**config.mk**
```make
export PLATFORM = sky130hd
export DESIGN_NAME = double_ended_queue_top
export DESIGN_NICKNAME = d
export VERILOG_FILES = /design/src/rtl/core/deq_pkg.sv /design/src/rtl/core/double_ended_queue_top.sv /design/src/rtl/core/deq_ring_mem.sv /design/src/rtl/core/deq_ctrl.sv
export SDC_FILE = /design/constraint.sdc
export NUM_CORES = 1
export LEC_CHECK = 0
export ABC_AREA = 0
export ABC_CLOCK_PERIOD_IN_PS = 5800
export BUFFER_PORTS_ARGS = -buffer_cell sky130_fd_sc_hd__buf_4
export CORE_MARGIN = 1
export CORE_UTILIZATION = 61
export CTS_BUF_LIST = sky130_fd_sc_hd__clkbuf_8 sky130_fd_sc_hd__clkbuf_16
export DETAILED_ROUTE_END_ITERATION = 7
export PLACE_DENSITY = 0.8
export SLEW_MARGIN = 20
export SYNTH_ARGS = -nofsm -noshare
export SYNTH_HDL_FRONTEND = slang
export SYNTH_SLANG_ARGS = --single-unit
export TNS_END_PERCENT = 30
```
**constraint.sdc**
```tcl
create_clock -name clk -period 5.8 [get_ports clk]
set_input_delay 0.87 -clock clk [delete_from_list [all_inputs] [get_ports clk]]
set_output_delay 0.87 -clock clk [all_outputs]
set_load 0.1 [all_outputs]
```
**src/rtl/core/deq_pkg.sv**
```systemverilog
// Shared types and codes for the double-ended queue.
package deq_pkg;

  // Request codes carried in req_type
  typedef enum logic [1:0] {
    REQ_PUSH_FRONT = 2'd0,
    REQ_PUSH_REAR  = 2'd1,
    REQ_POP_FRONT  = 2'd2,
    REQ_POP_REAR   = 2'd3
  } req_e;

  // Result status codes
  typedef enum logic [1:0] {
    ST_OK        = 2'd0,
    ST_OVERFLOW  = 2'd1,
    ST_UNDERFLOW = 2'd2
  } status_e;

  // Request payload
  typedef struct packed {
    logic [1:0]         req_type;
    logic signed [31:0] push_value;
  } req_item_t;

  // Result payload
  typedef struct packed {
    logic signed [31:0] pop_value;
    logic [1:0]         status;
  } rsp_item_t;

  // Outcome of one request, passed from control to the result stage
  typedef struct packed {
    logic    pop_ok;
    status_e status;
  } resp_info_t;

endpackage

```
**src/rtl/core/double_ended_queue_top.sv**
```systemverilog
// Double-ended queue over a ring store: top level with result staging.
// A transferred request's result reaches rsp through the store's registered read,
//   waited on by the pending stage, and then through the output register.
// Throughput: one request per cycle while rsp is not stalled; the shared address of the
//   store is used at most once per request, and not at all for a failed one.
// Reset (rst, synchronous): queue empty, both pointers at zero, no result held.
module double_ended_queue_top #(
  parameter int DEPTH = 8
) (
  input  logic                clk,
  input  logic                rst,
  input  logic                req_valid,
  output logic                req_stall,
  input  deq_pkg::req_item_t  req,
  output logic                rsp_valid,
  input  logic                rsp_stall,
  output deq_pkg::rsp_item_t  rsp
);

  localparam int IDX_W = (DEPTH > 1) ? $clog2(DEPTH) : 1;
  localparam int CNT_W = $clog2(DEPTH + 1);

  logic                accept;
  logic                wr_en, rd_en;
  logic [IDX_W-1:0]    addr;
  logic [31:0]         wdata, rdata;
  deq_pkg::resp_info_t info;
  logic                pend_valid;
  deq_pkg::resp_info_t pend_info;
  logic                pend_move;

  // Pending stage may empty into the output register when that is free
  assign pend_move = pend_valid && (!rsp_valid || !rsp_stall);
  assign req_stall = pend_valid && !pend_move;
  assign accept    = req_valid && !req_stall;

  deq_ctrl #(
    .DEPTH (DEPTH),
    .IDX_W (IDX_W),
    .CNT_W (CNT_W)
  ) u_ctrl (
    .clk    (clk),
    .rst    (rst),
    .accept (accept),
    .req    (req),
    .wr_en  (wr_en),
    .rd_en  (rd_en),
    .addr   (addr),
    .wdata  (wdata),
    .info   (info)
  );

  deq_ring_mem #(
    .DEPTH (DEPTH),
    .IDX_W (IDX_W)
  ) u_mem (
    .clk   (clk),
    .wr_en (wr_en),
    .rd_en (rd_en),
    .addr  (addr),
    .wdata (wdata),
    .rdata (rdata)
  );

  // Pending stage: waits for the store read; read data holds while it waits
  always_ff @(posedge clk) begin
    if (rst) begin
      pend_valid <= 1'b0;
    end else if (accept) begin
      pend_valid <= 1'b1;
    end else if (pend_move) begin
      pend_valid <= 1'b0;
    end
    if (accept) begin
      pend_info <= info;
    end
  end

  // Output register
  always_ff @(posedge clk) begin
    if (rst) begin
      rsp_valid <= 1'b0;
    end else if (pend_move) begin
      rsp_valid <= 1'b1;
    end else if (!rsp_stall) begin
      rsp_valid <= 1'b0;
    end
    if (pend_move) begin
      rsp.pop_value <= pend_info.pop_ok ? rdata : '0;
      rsp.status    <= pend_info.status;
    end
  end

  // Every transfer in lands in the pending stage
  assert property (@(posedge clk) disable iff (rst) accept |=> pend_valid)
    else $error("accepted request not held in pending stage");

  // Only the pending stage holds off new requests
  assert property (@(posedge clk) disable iff (rst) req_stall |-> pend_valid)
    else $error("request stalled with nothing pending");

  // Failed requests carry a zero value
  assert property (@(posedge clk) disable iff (rst)
    rsp_valid && (rsp.status != deq_pkg::ST_OK) |-> (rsp.pop_value == '0))
    else $error("non-zero value on overflow or underflow");

  // A waiting result is never overwritten
  assert property (@(posedge clk) disable iff (rst)
    rsp_valid && rsp_stall |=> rsp_valid && $stable(rsp))
    else $error("stalled result changed");

endmodule

```
**src/rtl/core/deq_ring_mem.sv**
```systemverilog
// Ring store: one synchronous write port, one registered read port.
module deq_ring_mem #(
  parameter int DEPTH = 8,
  parameter int IDX_W = 3
) (
  input  logic             clk,
  input  logic             wr_en,
  input  logic             rd_en,
  input  logic [IDX_W-1:0] addr,
  input  logic [31:0]      wdata,
  output logic [31:0]      rdata
);

  logic [31:0] mem [DEPTH];

  // Write port
  always_ff @(posedge clk) begin
    if (wr_en) begin
      mem[addr] <= wdata;
    end
  end

  // Read port, data held until the next read
  always_ff @(posedge clk) begin
    if (rd_en) begin
      rdata <= mem[addr];
    end
  end

endmodule

```
**src/rtl/core/deq_ctrl.sv**
```systemverilog
// Pointer and occupancy control: decides each request and drives the store.
module deq_ctrl #(
  parameter int DEPTH = 8,
  parameter int IDX_W = 3,
  parameter int CNT_W = 4
) (
  input  logic                   clk,
  input  logic                   rst,
  input  logic                   accept,
  input  deq_pkg::req_item_t     req,
  output logic                   wr_en,
  output logic                   rd_en,
  output logic [IDX_W-1:0]       addr,
  output logic [31:0]            wdata,
  output deq_pkg::resp_info_t    info
);

  localparam logic [IDX_W-1:0] LAST_IDX = IDX_W'(DEPTH - 1);
  localparam logic [CNT_W-1:0] FULL_CNT = CNT_W'(DEPTH);

  logic [IDX_W-1:0] head, head_next;
  logic [IDX_W-1:0] tail, tail_next;
  logic [CNT_W-1:0] occ, occ_next;
  logic [IDX_W-1:0] head_inc, head_dec, tail_inc, tail_dec;
  logic             is_full, is_empty;

  // Wrapping neighbours of both ends
  assign head_inc = (head == LAST_IDX) ? '0 : head + 1'b1;
  assign head_dec = (head == '0) ? LAST_IDX : head - 1'b1;
  assign tail_inc = (tail == LAST_IDX) ? '0 : tail + 1'b1;
  assign tail_dec = (tail == '0) ? LAST_IDX : tail - 1'b1;
  assign is_full  = (occ == FULL_CNT);
  assign is_empty = (occ == '0);
  assign wdata    = req.push_value;

  // Request decode
  always_comb begin
    head_next   = head;
    tail_next   = tail;
    occ_next    = occ;
    wr_en       = 1'b0;
    rd_en       = 1'b0;
    addr        = head;
    info.pop_ok = 1'b0;
    info.status = deq_pkg::ST_OK;
    case (deq_pkg::req_e'(req.req_type))
      deq_pkg::REQ_PUSH_FRONT: begin
        if (is_full) begin
          info.status = deq_pkg::ST_OVERFLOW;
        end else begin
          head_next = head_dec;
          addr      = head_dec;
          wr_en     = accept;
          occ_next  = occ + 1'b1;
        end
      end
      deq_pkg::REQ_PUSH_REAR: begin
        if (is_full) begin
          info.status = deq_pkg::ST_OVERFLOW;
        end else begin
          addr      = tail;
          tail_next = tail_inc;
          wr_en     = accept;
          occ_next  = occ + 1'b1;
        end
      end
      deq_pkg::REQ_POP_FRONT: begin
        if (is_empty) begin
          info.status = deq_pkg::ST_UNDERFLOW;
        end else begin
          addr        = head;
          head_next   = head_inc;
          rd_en       = accept;
          info.pop_ok = 1'b1;
          occ_next    = occ - 1'b1;
        end
      end
      deq_pkg::REQ_POP_REAR: begin
        if (is_empty) begin
          info.status = deq_pkg::ST_UNDERFLOW;
        end else begin
          tail_next   = tail_dec;
          addr        = tail_dec;
          rd_en       = accept;
          info.pop_ok = 1'b1;
          occ_next    = occ - 1'b1;
        end
      end
      default: begin
        info.status = deq_pkg::ST_OK;
      end
    endcase
  end

  // Pointer and count registers
  always_ff @(posedge clk) begin
    if (rst) begin
      head <= '0;
      tail <= '0;
      occ  <= '0;
    end else if (accept) begin
      head <= head_next;
      tail <= tail_next;
      occ  <= occ_next;
    end
  end

endmodule

```
# After elaboration in Yosys (flattened, before gate mapping)
# Memories as Yosys holds them, arrays and structs flattened. A register that Yosys moved wholly into a read port is not among the register bits.
# Index checks and enable logic that the tools add are counted.
# word_totals
register_bits	49
ram_bits	256
input_bits	38
output_inout_bits	36
mem_count	1
# op_classes
add_sub_neg	6
n_eq_ne	12
mux	30
n_reduce_logical	20
# mem_list
memory	words	width	read_ports	rd_clocked_by_memory_dff	write_ports	line	rtl
u_mem.mem	8	32	1	1	1	deq_ring_mem.sv:14	logic [31:0] mem [DEPTH];
# ops
operator	n
3-bit two-way mux	10
1-bit two-way mux	12
3-bit case mux with 2 select lines	2
3-bit case mux with 4 select lines	1
2-bit != test (second input constant)	5
4-bit two-way mux	2
4-bit case mux with 2 select lines	1
3-bit by 1-bit adder with 3-bit output (second input constant)	2
3-bit equality test (second input constant)	2
3-bit logical NOT	2
3-bit AND reduction	2
2-bit nonzero test	3
3-bit by 1-bit subtractor with 3-bit output (second input constant)	2
4-bit by 1-bit adder with 4-bit output (second input constant)	1
2-bit equality test (second input constant)	2
4-bit equality test (second input constant)	1
1-bit logical NOT	4
4-bit logical NOT	1
2-bit case mux with 2 select lines	1
4-bit AND reduction	1
2-bit OR reduction	2
4-bit by 1-bit subtractor with 4-bit output (second input constant)	1
1-bit logical AND	3
2-bit by 1-bit equality test with 1-bit output (second input constant)	1
4 further kinds	4

# Depth between registers and ports, before layout
# Gate-level depths: netlist (run 1).
# logic_depth
ltp_word	11
ltp_mapped	11
mapped_depth_nobuf	9

# Hierarchy
# From an unflattened synthesis (run 1), not the netlist that was laid out.
# unflattened
hier_cells	700
area_unflattened_um2	13523.0
# by_module_without_submodules
module	instances	cells_per_inst	area_each_um2
deq_ring_mem	1	453	10820.4
double_ended_queue_top	1	82	1443.9
deq_ctrl	1	165	1258.7

# Least setup slack after synthesis (run 1)
# Ideal clock, no wire load.
# synth_timing
path_type	input to register
startpoint	in req[33] (netlist name)
endpoint	mem u_mem.mem[0][0], enable pin
setup_ns	0.468
t_arrival_ns	4.659
t_required_ns	5.332
setup_slack_ns	0.673
stages	9
path_cell_list	buf_2 > nor2b_1 > a21oi_1 > o22ai_1 > nor2_2 > buf_4 > buf_4 > nand2b_1 > nor3b_1
# synth_via
elab_chain_len	5
word_cells_on_any_way	9
cone_classes	eq/ne (3); mux (4); reduce/logical (2)
# synth_lines
element	line	rtl
start: declaration	double_ended_queue_top.sv:14	input deq_pkg::req_item_t req,
2-bit by 1-bit equality test with 1-bit output or 2-bit logical NOT (tied branches)	deq_ctrl.sv:46	case (deq_pkg::req_e'(req.req_type))
2-bit OR reduction (no line)	n/a	
1-bit two-way mux	n/a	
1-bit two-way mux	deq_ring_mem.sv:18	if (wr_en) begin
1-bit two-way mux (implied by the code)	deq_ring_mem.sv:19	mem[addr] <= wdata;
end: declaration	deq_ring_mem.sv:14	
# Parallel ways exist; a longest one is shown, timed or not.

# Worst setup path after layout (run 1)
# layout_timing
startpoint	reg u_ctrl.occ[0]
endpoint	mem u_mem.mem[1][29], enable pin
# layout_via
elab_chain_len	5
word_cells_on_any_way	10
cone_classes	eq/ne (1); mux (8); reduce/logical (1)
# layout_lines
element	line	rtl
start: declaration	deq_ctrl.sv:23	logic [CNT_W-1:0] occ, occ_next;
start signal: assignment	deq_ctrl.sv:104	occ <= occ_next;
4-bit equality test	deq_ctrl.sv:32	assign is_full = (occ == FULL_CNT);
1-bit two-way mux	deq_ctrl.sv:48, deq_ctrl.sv:58	
1-bit two-way mux	n/a	
1-bit two-way mux	deq_ring_mem.sv:18	
1-bit two-way mux (implied by the code)	deq_ring_mem.sv:19	
# Parallel ways exist; a longest one is shown, timed or not.

==> summary.md, run 1 <==
| Metric | Value |
|---|---|
| Worst IR Drop VDD | `0.340 mV` |
| Top cell family by delay on the critical path | `simple AND/OR/NAND/NOR gates` |
| # DRC | `0` |
| Die ar. | `0.0228 mm^2` |
| Final setup fails | `0` |
| RSZ-0062 raised after global routing | `false` |
| Net Count, Synth | `794` |
| GRT Util Overall | `21.6%` |
| Worst-Margin Slew | `1.14 ns` |
| Placer Congestion | `0.919` |
| Row cnt | `54` |
| CP max stage cell | `nor3b_2` |
| Crit path depth | `8` |
| Diode count | `0` |
| Total gr overflow | `0` |
| Most common cell on crit path | `buf_12` |
| Buffer and inverter count on the worst path | `2` |
| Post-synth top area cell | `edfxtp_1` |
| DR vias/cell | `5.80` |
| H-tree depth | `2` |
| Starting Density | `62.2%` |
| Ranking of synthesized cells by area | `edfxtp_1 (72%), mux2i_1 (14%), mux2_2 (2.7%)` |
| Final worst clock skew | `0.00656 ns` |
| Pre-CTS worst setup slack | `1.42 ns` |
| Inserted Clock Buffers | `34` |
| Final Util | `71.7%` |
| Pre-antenna DRT Iters | `4` |
| Synthesized area | `0.0135 mm^2` |
| Post-DP HPWL | `13600 um` |
| Critical path type | `reg -> reg` |
| I/O pin cnt | `74` |
| Tmin final | `4.27 ns` |
| Reg2reg start | `u_ctrl.occ[0]` |
| Syn Area/Cell | `18.2 um^2` |
| RR Endpoint | `u_mem.mem[1][29]` |
| Final wirelength | `23900 um` |
| Yosys reg bits | `337` |
| Critical-path cell list | `nor4_1 -> nand3b_1 -> o22ai_1 -> nor2_4 -> buf_12 -> nand2_1 -> nor3b_2 -> buf_12` |
| Initial DRC Count | `381` |
| Seq/Total Area, Yosys | `73.9%` |
| First-pass GRT wire length | `36200 um` |
| Final worst setup slack | `1.53 ns` |
| Synth top area share | `72.2%` |
| Power density cells | `408 mW/mm^2` |
| Final Max Slew Viols | `0` |
| Max-slew headroom at the worst pin | `24.3%` |
| Library cells used by synthesis | `44` |
| Antenna Nets Post-Route | `0` |
| Vias | `6602` |
| Part of the cycle the worst path needs | `73.6%` |
| Worst setup path startpoint | `u_ctrl.occ[0]` |
| Leakage | `5.71 nW` |
| Area grow syn2layout | `15.3%` |
| Crit-path max cell delay | `0.92 ns` |
| Setup TNS | `0 ns` |
| Clk_lat worst skew | `0.50 ns` |
| Crit start category | `flip-flop` |
| Hold Fails Final Rpt | `0` |
| Post-CTS Setup Inserts | `0` |
| Worst Setup EP | `u_mem.mem[1][29]` |
| Worst Path Arrival | `4.46 ns` |
| R2R Setup Slk | `1.53 ns` |
| Share of cells above drive strength 1 | `21.4%` |
| Post_cts resized | `0` |
| CP required | `6.00 ns` |
| Wirelength per Cell | `21.0 um` |
| Die H | `151 um` |
| Syn Inst Count | `745` |
| CP max FO | `129` |
| Hold buffer count at CTS | `0` |
| Die X | `151 um` |
| Largest net degree at the start of global routing | `130` |
| YS warnings | `0` |
| CP Capture Type | `flip-flop` |
| Clock-pin slew of the registers on the worst-case setup and hold paths | `0.06 ns` |
| CTS Root Buffer Type | `clkbuf_16` |
| Ys async rst share | `0%` |
| Port Buf Inserts | `73` |
| Clk buf depth | `3` |
| Max Cap Viol | `0` |
| Vias in the first global route | `6667` |
| Post-synth EDFFs | `325` |
| R2R depth | `8` |
| TritonCTS clock tree | `built` |
| Synth Flop Type | `edfxtp_1` |
| Synth cell count leaders | `edfxtp_1 (325), mux2i_1 (195), and2_1 (33)` |
| Status | `finished clean` |
| Worst min-delay path class | `reg -> reg` |
| Count leader, synth | `edfxtp_1` |
| CTS Sinks | `337` |
| Initial antenna violation count | `0` |
| Final nets | `883` |
| Min-Delay Startpoint | `pend_info[1]` |
| CORE AREA | `0.0218 mm^2` |
| Max Clock Freq | `234 MHz` |
metal layers:
| metal | track usage, % | share of wire (%) |
|---|---|---|
| met1 | 27.5 | 42 |
| met2 | 37.4 | 52 |
| met3 | 3.95 | 4.4 |
| met4 | 6.85 | 1.9 |
| met5 | 0 | 0 |
placed cells by master, fill, tap and decap left out, drive strengths merged, types with 2 or more instances in the layout:
cell type / instances
a211oi: 5
a21o: 2
a21oi: 10
a311oi: 3
and2: 33
buf: 88
bufinv: 2
clkbuf: 37
clkinv: 11
clkinvlp: 2
dfxtp: 12
edfxtp: 325
ha: 10
inv: 19
mux2: 32
mux2i: 195
nand2: 10
nand2b: 4
nand3: 2
nor2: 20
nor2b: 5
nor3: 6
nor3b: 2
o211ai: 2
o21ai: 4
xnor2: 3
xor2: 3
metrics by stage:
| stage | total power, mW | hold slack, ns | area (um^2) | std cells |
|---|---|---|---|---|
| 6_report | 6.36 | 0.421 | 15600 | 1138 |
| 2_1_floorplan | 4.04 | 0.400 | 13500 | 745 |
| 3_5_place_dp | 4.31 | 0.408 | 14500 | 1075 |
| 4_1_cts | 6.39 | 0.421 | 15500 | 1135 |
| 3_3_place_gp | 4.26 | 0.403 | 14300 | 1071 |
| 5_1_grt | 6.58 | 0.427 | 15600 | 1138 |
registers in the layout, indices dropped and copies added, names as in the netlist:
signal       cells
pend_valid       1
u_ctrl.occ       4
rsp_valid        1
u_mem.mem      256
u_ctrl.head      3
pend_info        3
u_ctrl.tail      3
u_mem.rdata     32
rsp             34
cell families after synthesis:
family / count (synthesis) / share of synthesized area, %
compound gates: 33 / 1.65
buf+inv: 46 / 2.30
fa+ha+maj: 11 / 1.07
xor+xnor: 6 / 0.389
simple gates: 85 / 3.55
flops: 337 / 73.9
mux: 227 / 17.1
how the worst min path moves through the flow:
stage,endpoint,cells past startpoint
4_1_cts,rsp[1],0
2_1_floorplan,rsp[0],0
6_report,rsp[1],0
5_1_grt,rsp[1],0
3_3_place_gp,rsp[1],0
3_5_place_dp,rsp[1],0
layout make-up:
type / instances / area (um^2)
Clock buffer: 37 / 926
Tap cell: 280 / 350
Multi-Input combinational cell: 362 / 3320
Inverter: 11 / 41.3
Timing Repair Buffer: 88 / 797
Sequential cell: 337 / 10000
Clock inverter: 23 / 154
Fill cell: 1325 / 6160
where the power goes:
part | switching, mW | internal, mW
clock | 0.846 | 1.23
sequential | 0.0539 | 2.88
combinational | 0.778 | 0.563
total | 1.68 | 4.68
Note: power is estimated with default switching activity, not from simulation.
==> run 2: changes to the inputs <==
ABC_CLOCK_PERIOD_IN_PS = 4400   (was 5800)
clock period = 4.4 ns   (was 5.8 ns; I/O delays follow)
==> run 2 against run 1 <==
Compared with the run above:
- final cell count rose by 0.53%
- core utilization fell by 0.21 points
- routed wire length rose by 0.50%
- power rose by 31%
- highest routed layer unchanged
- largest power group unchanged
- worst setup slack got worse by 0.72 ns
- first-iteration DRC count fell by 2.1%
- via count rose by 0.67%
- global-route usage rose by 0.54 points
==> summary.md, run 2 (same netlist as run 1, synthesis figures left out) <==
| Metric | Value |
|---|---|
| Post-CTS Setup Inserts | `0` |
| Worst setup path startpoint | `u_ctrl.occ[0]` |
| Die H | `151 um` |
| RR Endpoint | `u_mem.mem[4][17]` |
| DR vias/cell | `5.81` |
| Port Buf Inserts | `73` |
| Hold Fails Final Rpt | `0` |
| Largest register by flop count | `u_mem.mem` |
| H-tree depth | `2` |
| Top flop regs | `u_mem.mem x256, rsp x34, u_mem.rdata x32` |
| Fin cells | `1144` |
| Antenna Nets Post-Route | `0` |
| CP required | `4.57 ns` |
| Total gr overflow | `0` |
| Worst IR Drop VDD | `0.344 mV` |
| Critical path type | `reg -> reg` |
| Worst min-delay path class | `in -> reg` |
| CP Capture Type | `flip-flop` |
| Max Cap Viol | `0` |
| Largest register FFs | `256` |
| Die ar. | `0.0228 mm^2` |
| R2R Setup Slk | `0.81 ns` |
| RSZ-0062 raised after global routing | `false` |
| Diode count | `0` |
| Placed Instances | `1082` |
| Wirelength per Cell | `21.0 um` |
| Final setup fails | `0` |
| Placer Congestion | `0.822` |
| Final worst clock skew | `0.0108 ns` |
| First-pass GRT wire length | `37000 um` |
| Layout filler cell count | `1329` |
| Vias | `6646` |
| TritonCTS clock tree | `built` |
| Die X | `151 um` |
| Worst-Margin Slew | `0.893 ns` |
| Clk_lat worst skew | `0.50 ns` |
| CTS Root Buffer Type | `clkbuf_16` |
| Tmin final | `3.59 ns` |
| Final nets | `888` |
| Initial DRC Count | `373` |
| Final Max Slew Viols | `0` |
| Vias in the first global route | `6848` |
| Worst Setup EP | `u_mem.mem[4][17]` |
| Worst Path Arrival | `3.76 ns` |
| Crit start category | `flip-flop` |
| R2R depth | `7` |
| Final wirelength | `24100 um` |
| Share of cells above drive strength 1 | `22.1%` |
| Reg2reg start | `u_ctrl.occ[0]` |
| Inserted Clock Buffers | `34` |
| Max-slew headroom at the worst pin | `40.4%` |
| Min-Delay Startpoint | `req[17]` |
| Most common cell after layout, fill and taps aside | `edfxtp_1` |
| Part of the cycle the worst path needs | `81.6%` |
| Post_cts resized | `0` |
| Power density cells | `535 mW/mm^2` |
| # DRC | `0` |
| Status | `finished clean` |
| CORE AREA | `0.0218 mm^2` |
| Leakage | `5.69 nW` |
| Area grow syn2layout | `15.0%` |
| Clock-pin slew of the registers on the worst-case setup and hold paths | `0.06 ns` |
| CTS Sinks | `337` |
| Initial antenna violation count | `0` |
| Post-DP HPWL | `14500 um` |
| I/O pin cnt | `74` |
| Starting Density | `62.2%` |
| GRT Util Overall | `22.1%` |
| CP max FO | `18` |
| Setup TNS | `0 ns` |
| Max Clock Freq | `279 MHz` |
| Clk buf depth | `3` |
| Largest net degree at the start of global routing | `89` |
| Pre-antenna DRT Iters | `5` |
| Most frequent cells in the layout | `edfxtp_1 (325), mux2i_1 (195), buf_4 (87)` |
| Hold buffer count at CTS | `0` |
| Row cnt | `54` |
[run 2: cell types whose count changed in the layout (fill, tap and decap cells not counted), sizes merged]
cell,before,now
inv,19,18
clkinv,11,14
clkinvlp,2,3
clkbuf,37,35
buf,88,93
[run 2: stage by stage]
| stage | hold slack, ns | total power, mW | cell area, um^2 | setup slack (ns) | util [%] |
|---|---|---|---|---|---|
| global placement | 0.411 | 5.60 | 14500 | 0.924 | 66.4 |
| finish | 0.391 | 8.32 | 15500 | 0.811 | 71.5 |
| floorplan | 0.400 | 5.33 | 13500 | -0.319 | - |
| CTS | 0.374 | 8.37 | 15500 | 0.767 | 71.4 |
| detailed placement | 0.405 | 5.69 | 14500 | 0.791 | 66.5 |
| global route | 0.376 | 8.62 | 15500 | 0.660 | 71.5 |
[run 2: where the power goes]
part           switching [mW]  internal (mW)  leakage (nW)
logic                    1.02          0.732          2.09
clock network            1.12           1.56         0.537
registers              0.0775           3.80          3.06
total                    2.22           6.10          5.69
[run 2: layout make-up]
type	count	area (um^2)	area share, %
clock buffers	35	876	5.63
clock inverters	26	180	1.16
multi-input cells	362	3330	21.4
flip-flops and latches	337	10000	64.3
well taps	280	350	2.25
inverters	11	41.3	0.266
repair buffers	93	768	4.94
[run 2: how the worst min path moves through the flow]
stage	end	cells past startpoint	slack, ns
global route	u_mem.mem[5][14]	1	0.38
CTS	u_mem.mem[0][15]	1	0.37
detailed placement	rsp[1]	0	0.40
global placement	rsp[1]	0	0.41
finish	u_mem.mem[7][17]	1	0.39
floorplan	rsp[0]	0	0.40
[run 2: per-layer routing]
metal / GRT usage [%] / up-vias / part of all wire (%)
li1: - / 3071 / -
met1: 28.3 / 3370 / 41
met2: 38.6 / 174 / 53
met3: 3.95 / 31 / 4.9
met4: 6.25 / 0 / 1.6
met5: 0 / - / 0
[run 2: critical path, stage by stage, from the launching register on]
cell	delay, ns
dfxtp_1	0.38
or4b_1	0.80
nor2_1	0.23
a311oi_1	0.10
o32ai_4	0.53
nand2_1	0.31
nor2_4	0.50
buf_4	0.38
==> run 3: changes to the inputs <==
ABC_CLOCK_PERIOD_IN_PS = 3600   (was 4400)
clock period = 3.6 ns   (was 4.4 ns; I/O delays follow)
==> run 3 against run 2 <==
Compared with the run above:
- sequential cell count is the same
- highest routed layer unchanged
- sequential share of layout area decreased by 1.1 points
- clock-buffer cell count grew 1
==> summary.md, run 3 (same netlist as run 1, synthesis figures left out) <==
| Metric | Value |
|---|---|
| Most frequent cells in the layout | `edfxtp_1 (325), mux2i_1 (195), buf_4 (90)` |
| TritonCTS clock tree | `built` |
| Worst Path Arrival | `3.43 ns` |
| DR vias/cell | `5.81` |
| Setup TNS | `0 ns` |
| Clk buf depth | `3` |
| Total gr overflow | `0` |
| Worst IR Drop VDD | `0.545 mV` |
| Row cnt | `54` |
| Max Clock Freq | `315 MHz` |
| Final nets | `894` |
| Top flop regs | `u_mem.mem x256, rsp x34, u_mem.rdata x32` |
| Initial DRC Count | `480` |
| Min-Delay Startpoint | `req[8]` |
| Hold buffer count at CTS | `0` |
| # DRC | `0` |
| Die X | `151 um` |
| CTS Root Buffer Type | `clkbuf_16` |
| Largest register by flop count | `u_mem.mem` |
| Post-CTS Setup Inserts | `0` |
| Final worst clock skew | `0.0195 ns` |
| Hold Fails Final Rpt | `0` |
| First-pass GRT wire length | `37800 um` |
| Leakage | `5.81 nW` |
| Post_cts resized | `0` |
| Final Max Slew Viols | `0` |
| GRT Util Overall | `22.6%` |
| Inserted Clock Buffers | `35` |
| I/O pin cnt | `74` |
| Max Cap Viol | `0` |
| Port Buf Inserts | `73` |
| Critical path type | `reg -> reg` |
| Worst min-delay path class | `in -> reg` |
| Placer Congestion | `0.866` |
| CTS Sinks | `337` |
| Worst-Margin Slew | `0.768 ns` |
| Share of cells above drive strength 1 | `23.3%` |
| Most common cell after layout, fill and taps aside | `edfxtp_1` |
| Area grow syn2layout | `16.9%` |
| Final setup fails | `0` |
| Tmin final | `3.18 ns` |
| CP max FO | `40` |
| Status | `finished clean` |
| CP Capture Type | `flip-flop` |
| Starting Density | `62.2%` |
| Clock-pin slew of the registers on the worst-case setup and hold paths | `0.06 ns` |
| Worst setup path startpoint | `u_ctrl.occ[0]` |
| Antenna Nets Post-Route | `0` |
| Final wirelength | `25100 um` |
| Vias | `6691` |
| Post-DP HPWL | `14100 um` |
| H-tree depth | `2` |
| Die ar. | `0.0228 mm^2` |
| CORE AREA | `0.0218 mm^2` |
| Initial antenna violation count | `0` |
| Largest register FFs | `256` |
| Pre-antenna DRT Iters | `6` |
| RSZ-0062 raised after global routing | `false` |
| CP required | `3.85 ns` |
| Power density cells | `680 mW/mm^2` |
| Die H | `151 um` |
| Max-slew headroom at the worst pin | `48.7%` |
| Vias in the first global route | `6946` |
| Hold_ws | `0.253 ns` |
| Reg2reg start | `u_ctrl.occ[0]` |
| Layout filler cell count | `1283` |
| Wirelength per Cell | `21.8 um` |
| Diode count | `0` |
| Crit start category | `flip-flop` |
| Part of the cycle the worst path needs | `88.3%` |
| Clk_lat worst skew | `0.52 ns` |
| Largest net degree at the start of global routing | `57` |
-- run 3: changes by cell type in the layout (fill, tap and decap cells not counted), moves of 2 or more --
cell and delta:
bufinv_16 +5, buf_4 +3, buf_12 +3, clkinvlp_4 -2, clkinv_8 +2, inv_1 -4
-- run 3: layout make-up --
| type | count | area (um^2) | area share [%] |
|---|---|---|---|
| clock inverters | 28 | 342 | 2.16 |
| repair buffers | 98 | 836 | 5.29 |
| flip-flops and latches | 337 | 10000 | 63.2 |
| inverters | 11 | 41.3 | 0.261 |
| multi-input cells | 362 | 3340 | 21.1 |
| well taps | 280 | 350 | 2.22 |
| clock buffers | 36 | 901 | 5.70 |
-- run 3: final timing paths --
path,slack [ns],endpoint,cells past startpoint
min reg2reg,0.43,rsp[0],0
min,0.25,u_mem.mem[1][8],1
max reg2reg,0.42,u_mem.rdata[14],8
max,0.42,u_mem.rdata[14],8
-- run 3: per-stage QoR --
step	total power, mW	setup WS (ns)	util (%)	instance area (um^2)	cells
floorplan	6.51	-0.896	-	13500	745
global placement	6.90	0.580	67.0	14600	1088
finish	10.7	0.422	72.7	15800	1152
detailed placement	7.01	0.460	67.0	14600	1088
global route	11.1	0.286	72.7	15800	1152
CTS	10.8	0.421	72.7	15800	1152
-- run 3: report_power, final --
group          internal, mW  switching (mW)
clock                  2.34            1.46
sequential             4.65          0.0884
combinational         0.928            1.28
-- run 3: worst max-delay path: stages, from the launching register on --
cell     delay, ns
dfxtp_1       0.37
or4b_1        0.80
nor2_8        0.20
o21ai_2       0.08
a32oi_4       0.39
buf_12        0.36
buf_4         0.29
mux2i_1       0.12
mux2_2        0.27
-- run 3: layer usage --
| layer | up-vias | global-route usage, % | share of wire, % |
|---|---|---|---|
| li1 | 3082 | - | - |
| met2 | 203 | 39.2 | 52 |
| met4 | 0 | 6.35 | 1.9 |
| met5 | - | 0 | 0 |
| met1 | 3367 | 29.1 | 41 |
| met3 | 39 | 4.34 | 5.3 |
